**config.mk**
```make
export PLATFORM = sky130hd
export DESIGN_NAME = wall_follow_pi_navigator
export DESIGN_NICKNAME = d
export VERILOG_FILES = /design/src/sv/wfpn_pkg.sv /design/src/sv/wfpn_mac.sv /design/src/sv/wall_follow_pi_navigator.sv
export SDC_FILE = /design/constraint.sdc
export NUM_CORES = 1
export LEC_CHECK = 0
export ABC_AREA = 1
export BUFFER_PORTS_ARGS = -buffer_cell sky130_fd_sc_hd__buf_2
export CAP_MARGIN = 20
export CELL_PAD_IN_SITES_DETAIL_PLACEMENT = 0
export CELL_PAD_IN_SITES_GLOBAL_PLACEMENT = 1
export CORE_MARGIN = 3
export CORE_UTILIZATION = 47
export CTS_CLUSTER_SIZE = 10
export DETAILED_ROUTE_END_ITERATION = 7
export HOLD_SLACK_MARGIN = 0.08
export MAX_ROUTING_LAYER = met4
export PLACE_DENSITY = 0.83
export SLEW_MARGIN = 20
export SYNTH_ARGS = -nofsm -noshare
export SYNTH_HDL_FRONTEND = slang
export SYNTH_SLANG_ARGS = --single-unit
```
**constraint.sdc**
```tcl
create_clock -name clk_i -period 5.6 [get_ports clk_i]
set_clock_uncertainty 0.15 [all_clocks]
set_input_delay 1.12 -clock clk_i [delete_from_list [all_inputs] [get_ports clk_i]]
set_output_delay 1.12 -clock clk_i [all_outputs]
set_load 0.005 [all_outputs]
```
**src/sv/wfpn_pkg.sv**
```systemverilog
// Package: payload types, codes, constants and reset values of the wall follower.
`default_nettype none

package wfpn_pkg;

  localparam int DEF_DIST_BITS  = 16;
  localparam int DEF_INTEG_BITS = 40;

  // Shift-add unit steps over multiplier bits, one bit per cycle while step is set.
  localparam int GAIN_BITS = 16;
  localparam int TICK_BITS = 8;

  localparam logic ACT_SAMPLE = 1'b0;
  localparam logic ACT_TICK   = 1'b1;

  localparam logic [9:0] BEAM_RIGHT_LAST  = 10'd49;
  localparam logic [9:0] BEAM_FRONT_FIRST = 10'd51;
  localparam logic [9:0] BEAM_FRONT_LAST  = 10'd69;
  localparam logic [9:0] BEAM_COMMIT      = 10'd119;

  localparam logic [9:0] SPD_INIT = 10'd800;
  localparam logic [9:0] SPD_SLOW = 10'd400;
  localparam logic [9:0] SPD_FAST = 10'd600;

  localparam logic [15:0] RST_DESIRED = 16'd700;
  localparam logic [15:0] RST_CLEAR   = 16'd800;
  localparam logic [15:0] RST_SLOW    = 16'd1000;
  localparam logic [15:0] RST_PGAIN   = 16'd256;
  localparam logic [15:0] RST_IGAIN   = 16'd26;
  localparam logic [7:0]  RST_PERIOD  = 8'd26;
  localparam logic [7:0]  RST_INITT   = 8'd30;
  localparam logic [14:0] RST_TURN    = 15'd15708;

  typedef enum logic [2:0] {
    REG_DESIRED,
    REG_CLEAR,
    REG_SLOW,
    REG_PGAIN,
    REG_IGAIN,
    REG_PERIOD,
    REG_INITT,
    REG_TURN
  } cfg_reg_e;

  typedef enum logic [1:0] {
    MODE_INIT   = 2'd0,
    MODE_FOLLOW = 2'd1,
    MODE_AVOID  = 2'd2
  } nav_mode_e;

  typedef enum logic [2:0] {
    ST_IDLE,
    ST_INC,
    ST_SAT,
    ST_MUL_I,
    ST_LDP,
    ST_MUL_P,
    ST_OUT
  } nav_state_e;

  typedef struct packed {
    logic        action;
    logic [9:0]  beam_index;
    logic [15:0] range_mm;
  } nav_in_t;

  typedef struct packed {
    logic [9:0]         linear_speed;
    logic signed [15:0] angular_rate;
    logic [1:0]         mode;
  } nav_out_t;

  typedef struct packed {
    logic load;
    logic clr;
    logic step;
  } mac_ctrl_t;

endpackage

`default_nettype wire

```
**src/sv/wfpn_mac.sv**
```systemverilog
// Bit-serial shift-add multiply-accumulate unit, one multiplier bit per cycle while step is set.
`default_nettype none

module wfpn_mac
  import wfpn_pkg::*;
#(
  parameter int AW = 57,
  parameter int MW = GAIN_BITS
) (
  input  wire logic          clk_i,
  input  wire logic          rst_ni,
  input  wire mac_ctrl_t     ctrl_i,
  input  wire logic [AW-1:0] mcand_i,
  input  wire logic [MW-1:0] mplier_i,
  output logic      [AW-1:0] acc_o
);

  logic [AW-1:0] mcand_q, mcand_d;
  logic [MW-1:0] mplier_q, mplier_d;
  logic [AW-1:0] acc_q, acc_d;

  always_comb begin
    mcand_d  = mcand_q;
    mplier_d = mplier_q;
    acc_d    = acc_q;
    if (ctrl_i.load) begin
      mcand_d  = mcand_i;
      mplier_d = mplier_i;
      if (ctrl_i.clr) begin
        acc_d = '0;
      end
    end else if (ctrl_i.step) begin
      if (mplier_q[0]) begin
        acc_d = acc_q + mcand_q;
      end
      mcand_d  = {mcand_q[AW-2:0], 1'b0};
      mplier_d = {1'b0, mplier_q[MW-1:1]};
    end
  end

  always_ff @(posedge clk_i or negedge rst_ni) begin
    if (!rst_ni) begin
      acc_q <= '0;
    end else begin
      acc_q <= acc_d;
    end
  end

  always_ff @(posedge clk_i) begin
    mcand_q  <= mcand_d;
    mplier_q <= mplier_d;
  end

  assign acc_o = acc_q;

endmodule

`default_nettype wire

```
**src/sv/wall_follow_pi_navigator.sv**
```systemverilog
// Top level: wall-following PI navigator, scan reduction and control modes.
//
// Input channel (in_valid_i / in_stall_o / in_data_i) carries range samples
// (action 0) and control ticks (action 1). A sample gives no result;
// beams 0..49 feed the right minimum, 51..69 the front minimum, beam 119
// commits both and restarts the scan.
// Output channel (out_valid_o / out_stall_i / out_data_o) carries one command
// per tick from an output register.
// Init and avoid ticks: result is valid the cycle after the transfer.
// Follow ticks: the result is set by the bit-serial shift-add unit: 8 steps
// for the integrator increment, a saturation state, 16 steps for the integral
// term, a reload, 16 steps for the proportional term, then an output state
// that waits for a free output register. Input is held off during that work.
// Samples keep transferring one per cycle while a result waits; a tick is
// also held off while the output register holds an untaken result.
// Reset loads the register defaults, sets all distances to the maximum, clears
// the integrator and init progress. No clearing pass. Configuration writes
// (cfg_we_i) take effect at the next edge and are meant for idle periods.
`default_nettype none

module wall_follow_pi_navigator
  import wfpn_pkg::*;
#(
  parameter int DIST_BITS       = DEF_DIST_BITS,
  parameter int INTEGRATOR_BITS = DEF_INTEG_BITS
) (
  input  wire logic        clk_i,
  input  wire logic        rst_ni,
  input  wire logic        in_valid_i,
  output logic             in_stall_o,
  input  wire nav_in_t     in_data_i,
  output logic             out_valid_o,
  input  wire logic        out_stall_i,
  output nav_out_t         out_data_o,
  input  wire logic        cfg_we_i,
  input  wire logic [2:0]  cfg_idx_i,
  input  wire logic [15:0] cfg_data_i
);

  localparam int DB   = DIST_BITS;
  localparam int IB   = INTEGRATOR_BITS;
  localparam int CMPW = (DB > 16) ? DB : 16;          // compare width vs 16-bit regs
  localparam int EW   = CMPW + 1;                      // signed distance error
  localparam int IW   = EW + TICK_BITS;                // integrator increment
  localparam int SW   = ((IB > IW) ? IB : IW) + 1;     // saturating sum
  localparam int PA   = IB + GAIN_BITS;                // integral product
  localparam int PB   = EW + 8 + GAIN_BITS;            // proportional product
  localparam int AW   = ((PA > PB) ? PA : PB) + 1;     // accumulator
  localparam int TW   = AW - 16;                       // after the /65536
  localparam int CNTW = $clog2(GAIN_BITS);

  localparam logic [DB-1:0] DIST_MAX = '1;
  localparam logic signed [SW-1:0] INTEG_MAX_S = {{(SW-IB+1){1'b0}}, {(IB-1){1'b1}}};
  localparam logic signed [SW-1:0] INTEG_MIN_S = {{(SW-IB+1){1'b1}}, {(IB-1){1'b0}}};
  localparam logic signed [TW-1:0] ANG_MAX = {{(TW-16){1'b0}}, 16'h7fff};
  localparam logic signed [TW-1:0] ANG_MIN = {{(TW-16){1'b1}}, 16'h8000};

  // configuration
  logic [15:0] desired_q, clear_q, slow_q, pgain_q, igain_q;
  logic [7:0]  period_q, initt_q;
  logic [14:0] turn_q;

  // scan and control state
  nav_state_e          state_q, state_d;
  logic [CNTW-1:0]     cnt_q, cnt_d;
  logic [DB-1:0]       rmin_q, rmin_d, fmin_q, fmin_d;
  logic [DB-1:0]       rdist_q, rdist_d, fdist_q, fdist_d;
  logic                init_done_q, init_done_d;
  logic [7:0]          wait_q, wait_d;
  logic signed [IB-1:0] integ_q, integ_d;
  logic signed [EW-1:0] err_q, err_d;

  // output register
  logic     out_valid_q;
  nav_out_t out_q, out_d;
  logic     out_load;

  // shift-add unit
  mac_ctrl_t            mac_ctrl;
  logic [AW-1:0]        mac_mcand;
  logic [GAIN_BITS-1:0] mac_mplier;
  logic [AW-1:0]        mac_acc;

  // datapath helpers
  logic                 in_take;
  logic                 slot_free;
  logic [CMPW-1:0]      rng_w;
  logic [DB-1:0]        rng_sat;
  logic                 front_gt_clear;
  logic                 front_lt_slow;
  logic signed [EW-1:0] err_now;
  logic signed [EW+7:0] err_sh;
  logic signed [IW-1:0] inc;
  logic signed [SW-1:0] sum;
  logic signed [TW-1:0] tot;

  wfpn_mac #(
    .AW(AW),
    .MW(GAIN_BITS)
  ) u_mac (
    .clk_i   (clk_i),
    .rst_ni  (rst_ni),
    .ctrl_i  (mac_ctrl),
    .mcand_i (mac_mcand),
    .mplier_i(mac_mplier),
    .acc_o   (mac_acc)
  );

  // A slot opens when the register is empty or its result transfers now.
  assign slot_free  = !out_valid_q || !out_stall_i;
  assign in_stall_o = (state_q != ST_IDLE) || ((in_data_i.action == ACT_TICK) && !slot_free);
  assign in_take    = in_valid_i && !in_stall_o;

  // ranges beyond the distance width saturate
  assign rng_w   = CMPW'(in_data_i.range_mm);
  assign rng_sat = (rng_w > CMPW'(DIST_MAX)) ? DIST_MAX : rng_w[DB-1:0];

  assign front_gt_clear = CMPW'(fdist_q) > CMPW'(clear_q);
  assign front_lt_slow  = CMPW'(fdist_q) < CMPW'(slow_q);
  assign err_now        = EW'(desired_q) - EW'(rdist_q);
  assign err_sh         = {err_q, 8'h00};
  assign inc            = mac_acc[IW-1:0];
  assign sum            = SW'(integ_q) + SW'(inc);
  assign tot            = mac_acc[AW-1:16];

  always_comb begin
    state_d     = state_q;
    cnt_d       = cnt_q;
    rmin_d      = rmin_q;
    fmin_d      = fmin_q;
    rdist_d     = rdist_q;
    fdist_d     = fdist_q;
    init_done_d = init_done_q;
    wait_d      = wait_q;
    integ_d     = integ_q;
    err_d       = err_q;
    out_load    = 1'b0;
    out_d       = out_q;
    mac_ctrl    = '0;
    mac_mcand   = '0;
    mac_mplier  = '0;

    unique case (state_q)
      ST_IDLE: begin
        if (in_take) begin
          if (in_data_i.action == ACT_SAMPLE) begin
            if (in_data_i.beam_index <= BEAM_RIGHT_LAST) begin
              if (rng_sat < rmin_q) begin
                rmin_d = rng_sat;
              end
            end else if ((in_data_i.beam_index >= BEAM_FRONT_FIRST) &&
                         (in_data_i.beam_index <= BEAM_FRONT_LAST)) begin
              if (rng_sat < fmin_q) begin
                fmin_d = rng_sat;
              end
            end else if (in_data_i.beam_index == BEAM_COMMIT) begin
              rdist_d = rmin_q;
              fdist_d = fmin_q;
              rmin_d  = DIST_MAX;
              fmin_d  = DIST_MAX;
            end
          end else if (!init_done_q) begin
            // standstill count, then drive straight until the front closes in
            out_load           = 1'b1;
            out_d.mode         = MODE_INIT;
            out_d.linear_speed = '0;
            out_d.angular_rate = '0;
            if (wait_q < initt_q) begin
              wait_d = wait_q + 8'd1;
            end else if (front_gt_clear) begin
              out_d.linear_speed = SPD_INIT;
            end else begin
              init_done_d = 1'b1;
            end
          end else if (front_gt_clear) begin
            // follow: increment = err * tick_period
            err_d          = err_now;
            mac_ctrl.load  = 1'b1;
            mac_ctrl.clr   = 1'b1;
            mac_mcand      = AW'(err_now);
            mac_mplier     = GAIN_BITS'(period_q);
            cnt_d          = '0;
            state_d        = ST_INC;
          end else begin
            out_load           = 1'b1;
            out_d.mode         = MODE_AVOID;
            out_d.linear_speed = '0;
            out_d.angular_rate = {1'b0, turn_q};
            integ_d            = '0;
          end
        end
      end
      ST_INC: begin
        mac_ctrl.step = 1'b1;
        cnt_d         = cnt_q + CNTW'(1);
        if (cnt_q == CNTW'(TICK_BITS - 1)) begin
          cnt_d   = '0;
          state_d = ST_SAT;
        end
      end
      ST_SAT: begin
        if (sum > INTEG_MAX_S) begin
          integ_d = INTEG_MAX_S[IB-1:0];
        end else if (sum < INTEG_MIN_S) begin
          integ_d = INTEG_MIN_S[IB-1:0];
        end else begin
          integ_d = sum[IB-1:0];
        end
        // integral term: integrator * integ_gain
        mac_ctrl.load = 1'b1;
        mac_ctrl.clr  = 1'b1;
        mac_mcand     = AW'(integ_d);
        mac_mplier    = igain_q;
        state_d       = ST_MUL_I;
      end
      ST_MUL_I: begin
        mac_ctrl.step = 1'b1;
        cnt_d         = cnt_q + CNTW'(1);
        if (cnt_q == CNTW'(GAIN_BITS - 1)) begin
          cnt_d   = '0;
          state_d = ST_LDP;
        end
      end
      ST_LDP: begin
        // proportional term err * prop_gain * 256 adds onto the integral term
        mac_ctrl.load = 1'b1;
        mac_mcand     = AW'(err_sh);
        mac_mplier    = pgain_q;
        state_d       = ST_MUL_P;
      end
      ST_MUL_P: begin
        mac_ctrl.step = 1'b1;
        cnt_d         = cnt_q + CNTW'(1);
        if (cnt_q == CNTW'(GAIN_BITS - 1)) begin
          cnt_d   = '0;
          state_d = ST_OUT;
        end
      end
      ST_OUT: begin
        if (slot_free) begin
          out_load           = 1'b1;
          out_d.mode         = MODE_FOLLOW;
          out_d.linear_speed = front_lt_slow ? SPD_SLOW : SPD_FAST;
          if (tot > ANG_MAX) begin
            out_d.angular_rate = ANG_MAX[15:0];
          end else if (tot < ANG_MIN) begin
            out_d.angular_rate = ANG_MIN[15:0];
          end else begin
            out_d.angular_rate = tot[15:0];
          end
          state_d = ST_IDLE;
        end
      end
      default: begin
        state_d = ST_IDLE;
      end
    endcase
  end

  always_ff @(posedge clk_i or negedge rst_ni) begin
    if (!rst_ni) begin
      state_q     <= ST_IDLE;
      cnt_q       <= '0;
      rmin_q      <= DIST_MAX;
      fmin_q      <= DIST_MAX;
      rdist_q     <= DIST_MAX;
      fdist_q     <= DIST_MAX;
      init_done_q <= 1'b0;
      wait_q      <= '0;
      integ_q     <= '0;
      out_valid_q <= 1'b0;
    end else begin
      state_q     <= state_d;
      cnt_q       <= cnt_d;
      rmin_q      <= rmin_d;
      fmin_q      <= fmin_d;
      rdist_q     <= rdist_d;
      fdist_q     <= fdist_d;
      init_done_q <= init_done_d;
      wait_q      <= wait_d;
      integ_q     <= integ_d;
      out_valid_q <= out_load || (out_valid_q && out_stall_i);
    end
  end

  always_ff @(posedge clk_i) begin
    err_q <= err_d;
    out_q <= out_d;
  end

  // configuration registers, masked to their widths
  always_ff @(posedge clk_i or negedge rst_ni) begin
    if (!rst_ni) begin
      desired_q <= RST_DESIRED;
      clear_q   <= RST_CLEAR;
      slow_q    <= RST_SLOW;
      pgain_q   <= RST_PGAIN;
      igain_q   <= RST_IGAIN;
      period_q  <= RST_PERIOD;
      initt_q   <= RST_INITT;
      turn_q    <= RST_TURN;
    end else if (cfg_we_i) begin
      unique case (cfg_idx_i)
        REG_DESIRED: desired_q <= cfg_data_i;
        REG_CLEAR:   clear_q   <= cfg_data_i;
        REG_SLOW:    slow_q    <= cfg_data_i;
        REG_PGAIN:   pgain_q   <= cfg_data_i;
        REG_IGAIN:   igain_q   <= cfg_data_i;
        REG_PERIOD:  period_q  <= cfg_data_i[7:0];
        REG_INITT:   initt_q   <= cfg_data_i[7:0];
        REG_TURN:    turn_q    <= cfg_data_i[14:0];
        default: begin
        end
      endcase
    end
  end

  assign out_valid_o = out_valid_q;
  assign out_data_o  = out_q;

  // a finished follow computation always lands in the output register
  a_out_written: assert property (@(posedge clk_i) disable iff (!rst_ni)
    (state_q == ST_OUT && state_d == ST_IDLE) |=> out_valid_q)
    else $error("follow result not registered");

  // avoidance clears the integrator
  a_avoid_clears: assert property (@(posedge clk_i) disable iff (!rst_ni)
    (out_load && out_d.mode == MODE_AVOID) |=> (integ_q == '0))
    else $error("integrator not cleared on avoid");

  // once armed, the block stays armed
  a_armed_sticky: assert property (@(posedge clk_i) disable iff (!rst_ni)
    !$fell(init_done_q))
    else $error("init_done dropped");

  // the PI loop only starts after arming
  a_follow_armed: assert property (@(posedge clk_i) disable iff (!rst_ni)
    (state_q == ST_IDLE && state_d == ST_INC) |-> init_done_q)
    else $error("follow started before arming");

endmodule

`default_nettype wire

```
==> results.sh, run 1 <==
export IMPL_vias_per_cell=5.44
export IMPL_cts_hold_buf=0
export IMPL_synth_seq_cells=402
export IMPL_clkTransAtPathRegs_ns=0.06
export IMPL_fin_nets=3938
export IMPL_port_buffers=77
export IMPL_ios=81
export IMPL_period_minus_slack_ns=4.09
export IMPL_path_delay_family="simple AND/OR/NAND/NOR gates"
export IMPL_die_w_um=244
export IMPL_cp_max_fo=37
export IMPL_gp_congestion=0.988
export IMPL_mostFrequentLayoutCell="nand2_1"
export IMPL_cts_buffers=50
export IMPL_slew_violations=0
export IMPL_critPathBufInv=1
export IMPL_p_total_mw=17.9
export IMPL_cts_root_buf="clkbuf_16"
export IMPL_rsz0062_at_grt="false"
export IMPL_cts_tree="done"
export IMPL_criticalPathCategory="flip-flop to flip-flop"
export IMPL_vias=24449
export IMPL_grt_pass1_wl_um=135000
export IMPL_synth_seq_area_share=0.404
export IMPL_drt_first_pass_iters=6
export IMPL_clock_latency_ns=0.62
export IMPL_syn_cell_area_mm2=0.0266
export IMPL_filler_cell_count=5580
export IMPL_netlist_instances=3651
export IMPL_start_util=0.479
export IMPL_tns_ns=0
export IMPL_htree_levels=2
export IMPL_wire_per_inst_um=19.4
export IMPL_drt_initial_drc_count=2323
export IMPL_syn2layout_area_growth_pct=9.74
export IMPL_drive_gt1_frac=0.0751
export IMPL_max_slew_margin=0.274
export IMPL_grt_use_total=0.299
export IMPL_insertedDiodeCount=0
export IMPL_clock_sinks=402
export IMPL_rows=86
export IMPL_setup_viol=0
export IMPL_yosysUniqueCellTypes=44
export IMPL_placed_cell_area_mm2=0.0276
export IMPL_layout_common_cells="1197 x nand2_1, 484 x inv_1, 296 x o21ai_0, 269 x nor2_1, 225 x nand3_1"
export IMPL_drt_wl_total_um=87300
export IMPL_finalInstanceArea_mm2=0.0292
export IMPL_min_period_over_period=0.730
export IMPL_grt_pass1_vias=23613
export IMPL_die_height_um=244
export IMPL_reg2regPathDepth=17
export IMPL_drc=0
export IMPL_clock_path_buffers=3
export IMPL_timing_final_ws_setup_ns=1.51
export IMPL_arrival_ns=4.36
export IMPL_worstSetupEndpointType="flip-flop"
export IMPL_status="finished, final reports clean"
export IMPL_max_freq_mhz=245
export IMPL_dp_hpwl_um=67000
export IMPL_critPathMaxStageDelay_ns=0.65
export IMPL_crit_slowest_cell="nand2_2"
export IMPL_ir_worst_vdd_v=0.000461
export IMPL_hp_class="input port to asynchronous set/reset pin"
export IMPL_synth_warnings=0
export IMPL_crit_top_cell="nand2_1"
export IMPL_cp_depth=17
export IMPL_r2r_slack_ns=1.51
export IMPL_grt_overflow=0
export IMPL_crit_path_start_kind="flip-flop"
export IMPL_p_leak_nw=14.7
export IMPL_dieArea_mm2=0.0595
export IMPL_drv_cap=0
export IMPL_ant_nets=0
export IMPL_grt_max_degree=127
export IMPL_ctsResizeCount=0
export IMPL_crit_required_ns=5.87
export IMPL_cts_setup_buffers=0
export IMPL_hold_viol=0
export IMPL_postSynthAreaPerCell_um2=7.29
export IMPL_antenna_found_initial=0
export IMPL_core_mm2=0.0555
export IMPL_worst_pin_slew_ns=1.09
export IMPL_pre_cts_ws_ns=0.934
export IMPL_path_cells="ha_1 -> fa_1 -> nand2_1 -> inv_1 -> nand2_1 -> nand2_1 -> nand2_1 -> nand2_1 -> nand2_1 -> nand3_1 -> nand2_1 -> nand2_1 -> nand2_1 -> nand2_1 -> nand2_2 -> nand3_1 -> nand4_1"
export IMPL_powerDensity_mw_per_mm2=612
[metrics by stage]
step / instances / util / hold slack, ns
finish: 4492 / 0.526 / 0.263
floorplan: 3653 / - / 0.293
CTS: 4492 / 0.526 / 0.255
global placement: 4398 / 0.498 / 0.299
global route: 4492 / 0.526 / 0.276
detailed placement: 4398 / 0.498 / 0.303
[state kept, by name (all words and copies together) (netlist names), 17 cells and up]
signal / flops
integ_q: 40
u_mac.mcand_q: 57
u_mac.acc_o: 57
out_data_o: 23
err_q: 17
[worst paths after layout]
path / startpoint / end
worst max register to register: u_mac.acc_o[0] / u_mac.mcand_q[26]
worst max-delay path: u_mac.acc_o[0] / u_mac.mcand_q[26]
min in group clk_i: fmin_q[0] / fmin_q[0]
worst min-delay path: rst_ni / integ_q[6]
max in group asynchronous: rst_ni / u_mac.acc_o[43]
worst min register to register: fmin_q[0] / fmin_q[0]
[final cells by class]
type	instances	area [um2]	share of cell area
Clock buffer	86	1410	0.0482
Clock inverter	8	140	0.00480
Inverter	491	1840	0.0632
Multi-Input combinational cell	2662	13600	0.465
Sequential cell	402	10700	0.368
Tap cell	748	936	0.0321
Timing Repair Buffer	95	556	0.0190
[power by group]
group	switching [mW]	internal, mW
logic	6.66	2.99
clock network	1.33	1.80
registers	0.792	4.29
[cell usage after synthesis (all sizes together)]
library cell  count  area share
a31oi             6      0.0014
ha              182       0.086
o21ai           299       0.057
xor2             58       0.019
buf              45       0.011
nand2          1201        0.17
nand3b            6      0.0017
a22o              1     0.00033
clkinv            2     0.00028
fa                3      0.0023
or2               4     0.00094
dfstp            99       0.098
a21boi            6      0.0017
clkbuf           53      0.0075
dfrtp           190        0.18
o21bai           17      0.0048
a31o              1     0.00033
a21oi           191       0.036
nor4             16      0.0038
o311ai            1     0.00099
nand4           101       0.024
a21o              7      0.0020
and2              2     0.00047
inv             489       0.069
nor3             22      0.0041
o21a              8      0.0023
edfxtp          113        0.13
nor2            274       0.040
a22oi             9      0.0025
o211ai            3     0.00085
nand3           227       0.043
conb              1     0.00014
a2111oi           1     0.00033
xnor2            13      0.0043
[metal layers]
metal  routed length [um]  track usage  up-vias
met3                 4880       0.0305      130
met1                39900        0.410    11574
met5                    0            -        -
met2                40200        0.476      774
met4                 2350       0.0816        0
li1                     -            -    11971
[kinds of logic after synthesis]
logic type,share of synthesized area
adders and majority gates,0.0878
AOI/OAI and AO/OA,0.110
buffers and inverters,0.0880
other,0.000141
xor gates and xnor gates,0.0234
DFF,0.404
and+or+nand+nor,0.287
Note: power is estimated with default switching activity, not from simulation.
==> run 2, diff against run 1 <==
Clock period 5.6 ns to 4.15 ns, I/O delays scaled along.
==> results.sh, run 2 (synthesis results as in run 1) <==
export IMPL_gp_congestion=0.963
export IMPL_grt_pass1_wl_um=135000
export IMPL_p_seq_frac=0.282
export IMPL_cts_hold_buf=0
export IMPL_clock_sinks=402
export IMPL_slew_violations=0
export IMPL_clkPwrFrac=0.173
export IMPL_grt_use_total=0.301
export IMPL_antenna_found_initial=1
export IMPL_p_leak_nw=14.8
export IMPL_drc=0
export IMPL_dieArea_mm2=0.0595
export IMPL_max_slew_margin=0.322
export IMPL_clkTransAtPathRegs_ns=0.07
export IMPL_switching_share=0.493
export IMPL_drt_first_pass_iters=6
export IMPL_clock_latency_ns=0.60
export IMPL_hp_class="input port to asynchronous set/reset pin"
export IMPL_dp_hpwl_um=67500
export IMPL_cp_max_fo=19
export IMPL_min_period_over_period=0.861
export IMPL_worstSetupEndpointType="flip-flop"
export IMPL_ctsResizeCount=0
export IMPL_period_minus_slack_ns=3.57
export IMPL_start_util=0.479
export IMPL_hold_viol=0
export IMPL_timing_final_ws_setup_ns=0.577
export IMPL_p_int_mw=12.3
export IMPL_drive_gt1_frac=0.0786
export IMPL_drt_wl_total_um=87300
export IMPL_fin_nets=3950
export IMPL_die_w_um=244
export IMPL_ios=81
export IMPL_powerDensity_mw_per_mm2=830
export IMPL_cts_buffers=49
export IMPL_pre_cts_ws_ns=0.308
export IMPL_criticalPathCategory="flip-flop to flip-flop"
export IMPL_htree_levels=2
export IMPL_cts_setup_buffers=0
export IMPL_ir_worst_vdd_v=0.000522
export IMPL_grt_pass1_vias=23654
export IMPL_core_mm2=0.0555
export IMPL_rows=86
export IMPL_crit_path_start_kind="flip-flop"
export IMPL_drv_cap=0
export IMPL_setup_viol=0
export IMPL_crit_required_ns=4.33
export IMPL_grt_overflow=0
export IMPL_syn2layout_area_growth_pct=10.3
export IMPL_clock_path_buffers=3
export IMPL_vias_per_cell=5.50
export IMPL_vias=24744
export IMPL_die_height_um=244
export IMPL_wire_per_inst_um=19.4
export IMPL_rsz0062_at_grt="false"
export IMPL_p_comb_frac=0.545
export IMPL_cts_root_buf="clkbuf_16"
export IMPL_mostFrequentLayoutCell="nand2_1"
export IMPL_worst_pin_slew_ns=1.01
export IMPL_p_switching_mw=12.0
export IMPL_p_total_mw=24.4
export IMPL_status="finished, final reports clean"
export IMPL_drt_initial_drc_count=2372
export IMPL_layout_common_cells="1198 x nand2_1, 484 x inv_1, 296 x o21ai_0, 269 x nor2_1, 226 x nand3_1"
export IMPL_ant_nets=0
export IMPL_grt_max_degree=102
export IMPL_cts_tree="done"
export IMPL_port_buffers=77
export IMPL_max_freq_mhz=280
export IMPL_arrival_ns=3.76
-- run 2: cell types whose count changed in the layout (fill, tap and decap cells not counted), moves of 2 or more --
cell / change
clkbuf_1: -8
clkbuf_8: +2
buf_12: +3
buf_4: +10
-- run 2: layout make-up --
cell class,count,area (um2)
tap,748,936
clock buffer,79,1380
sequential,402,10700
inverter,491,1850
multi-input combinational,2662,13600
antenna,1,2.50
timing repair buffer,108,691
clock inverter,9,169
fill,5581,26200
-- run 2: routing by layer --
| metal | up-vias | GRT usage | part of all wire |
|---|---|---|---|
| li1 | 11986 | - | - |
| met3 | 154 | 0.0367 | 0.063 |
| met1 | 11760 | 0.404 | 0.44 |
| met4 | 0 | 0.0856 | 0.031 |
| met2 | 844 | 0.481 | 0.46 |
| met5 | - | - | 0 |
-- run 2: power groups by stage --
stage                     clock, mW  sequential [mW]  combinational, mW
after global placement            0             6.87               12.9
final                          4.22             6.86               13.3
after floorplan                   0             6.38               9.27
after detailed placement          0             6.88               13.0
after global routing           4.46             6.96               14.8
after CTS                      4.28             6.84               13.1
-- run 2: final timing paths --
path / slack, ns / cells after the start / startpoint / to
setup / recovery: 0.58 / 13 / u_mac.acc_o[24] / u_mac.mcand_q[48]
hold / removal: 0.09 / 1 / rst_ni / integ_q[1]
setup reg to reg: 0.58 / 13 / u_mac.acc_o[24] / u_mac.mcand_q[48]
hold reg to reg: 0.31 / 2 / fmin_q[5] / fmin_q[5]
max in group asynchronous: 2.70 / 2 / rst_ni / fmin_q[10]
min in group clk_i: 0.30 / 3 / cfg_data_i[13] / turn_q[13]
-- run 2: through the flow --
stage | TNS [ns] | cells | utilization | hold slack (ns) | instance area (um2)
2_1_floorplan | 0 | 3653 | - | 0.293 | 26600
3_3_place_gp | -4.37 | 4411 | 0.500 | 0.301 | 27800
3_5_place_dp | 0 | 4411 | 0.500 | 0.306 | 27800
4_1_cts | 0 | 4499 | 0.528 | 0.144 | 29300
5_1_grt | 0 | 4500 | 0.528 | 0.140 | 29300
6_report | 0 | 4500 | 0.528 | 0.0851 | 29300
-- run 2: critical path, stage by stage (launching register included) --
cell and delay [ns]:
dfrtp_1 0.93, ha_1 0.43, a21oi_1 0.22, inv_1 0.06
nor2_1 0.25, a21oi_1 0.11, nor2_1 0.19, nand2_1 0.10
nand2_1 0.09, nand2_1 0.10, nand2_1 0.11, nand2_1 0.17
inv_2 0.28, nand2_1 0.10
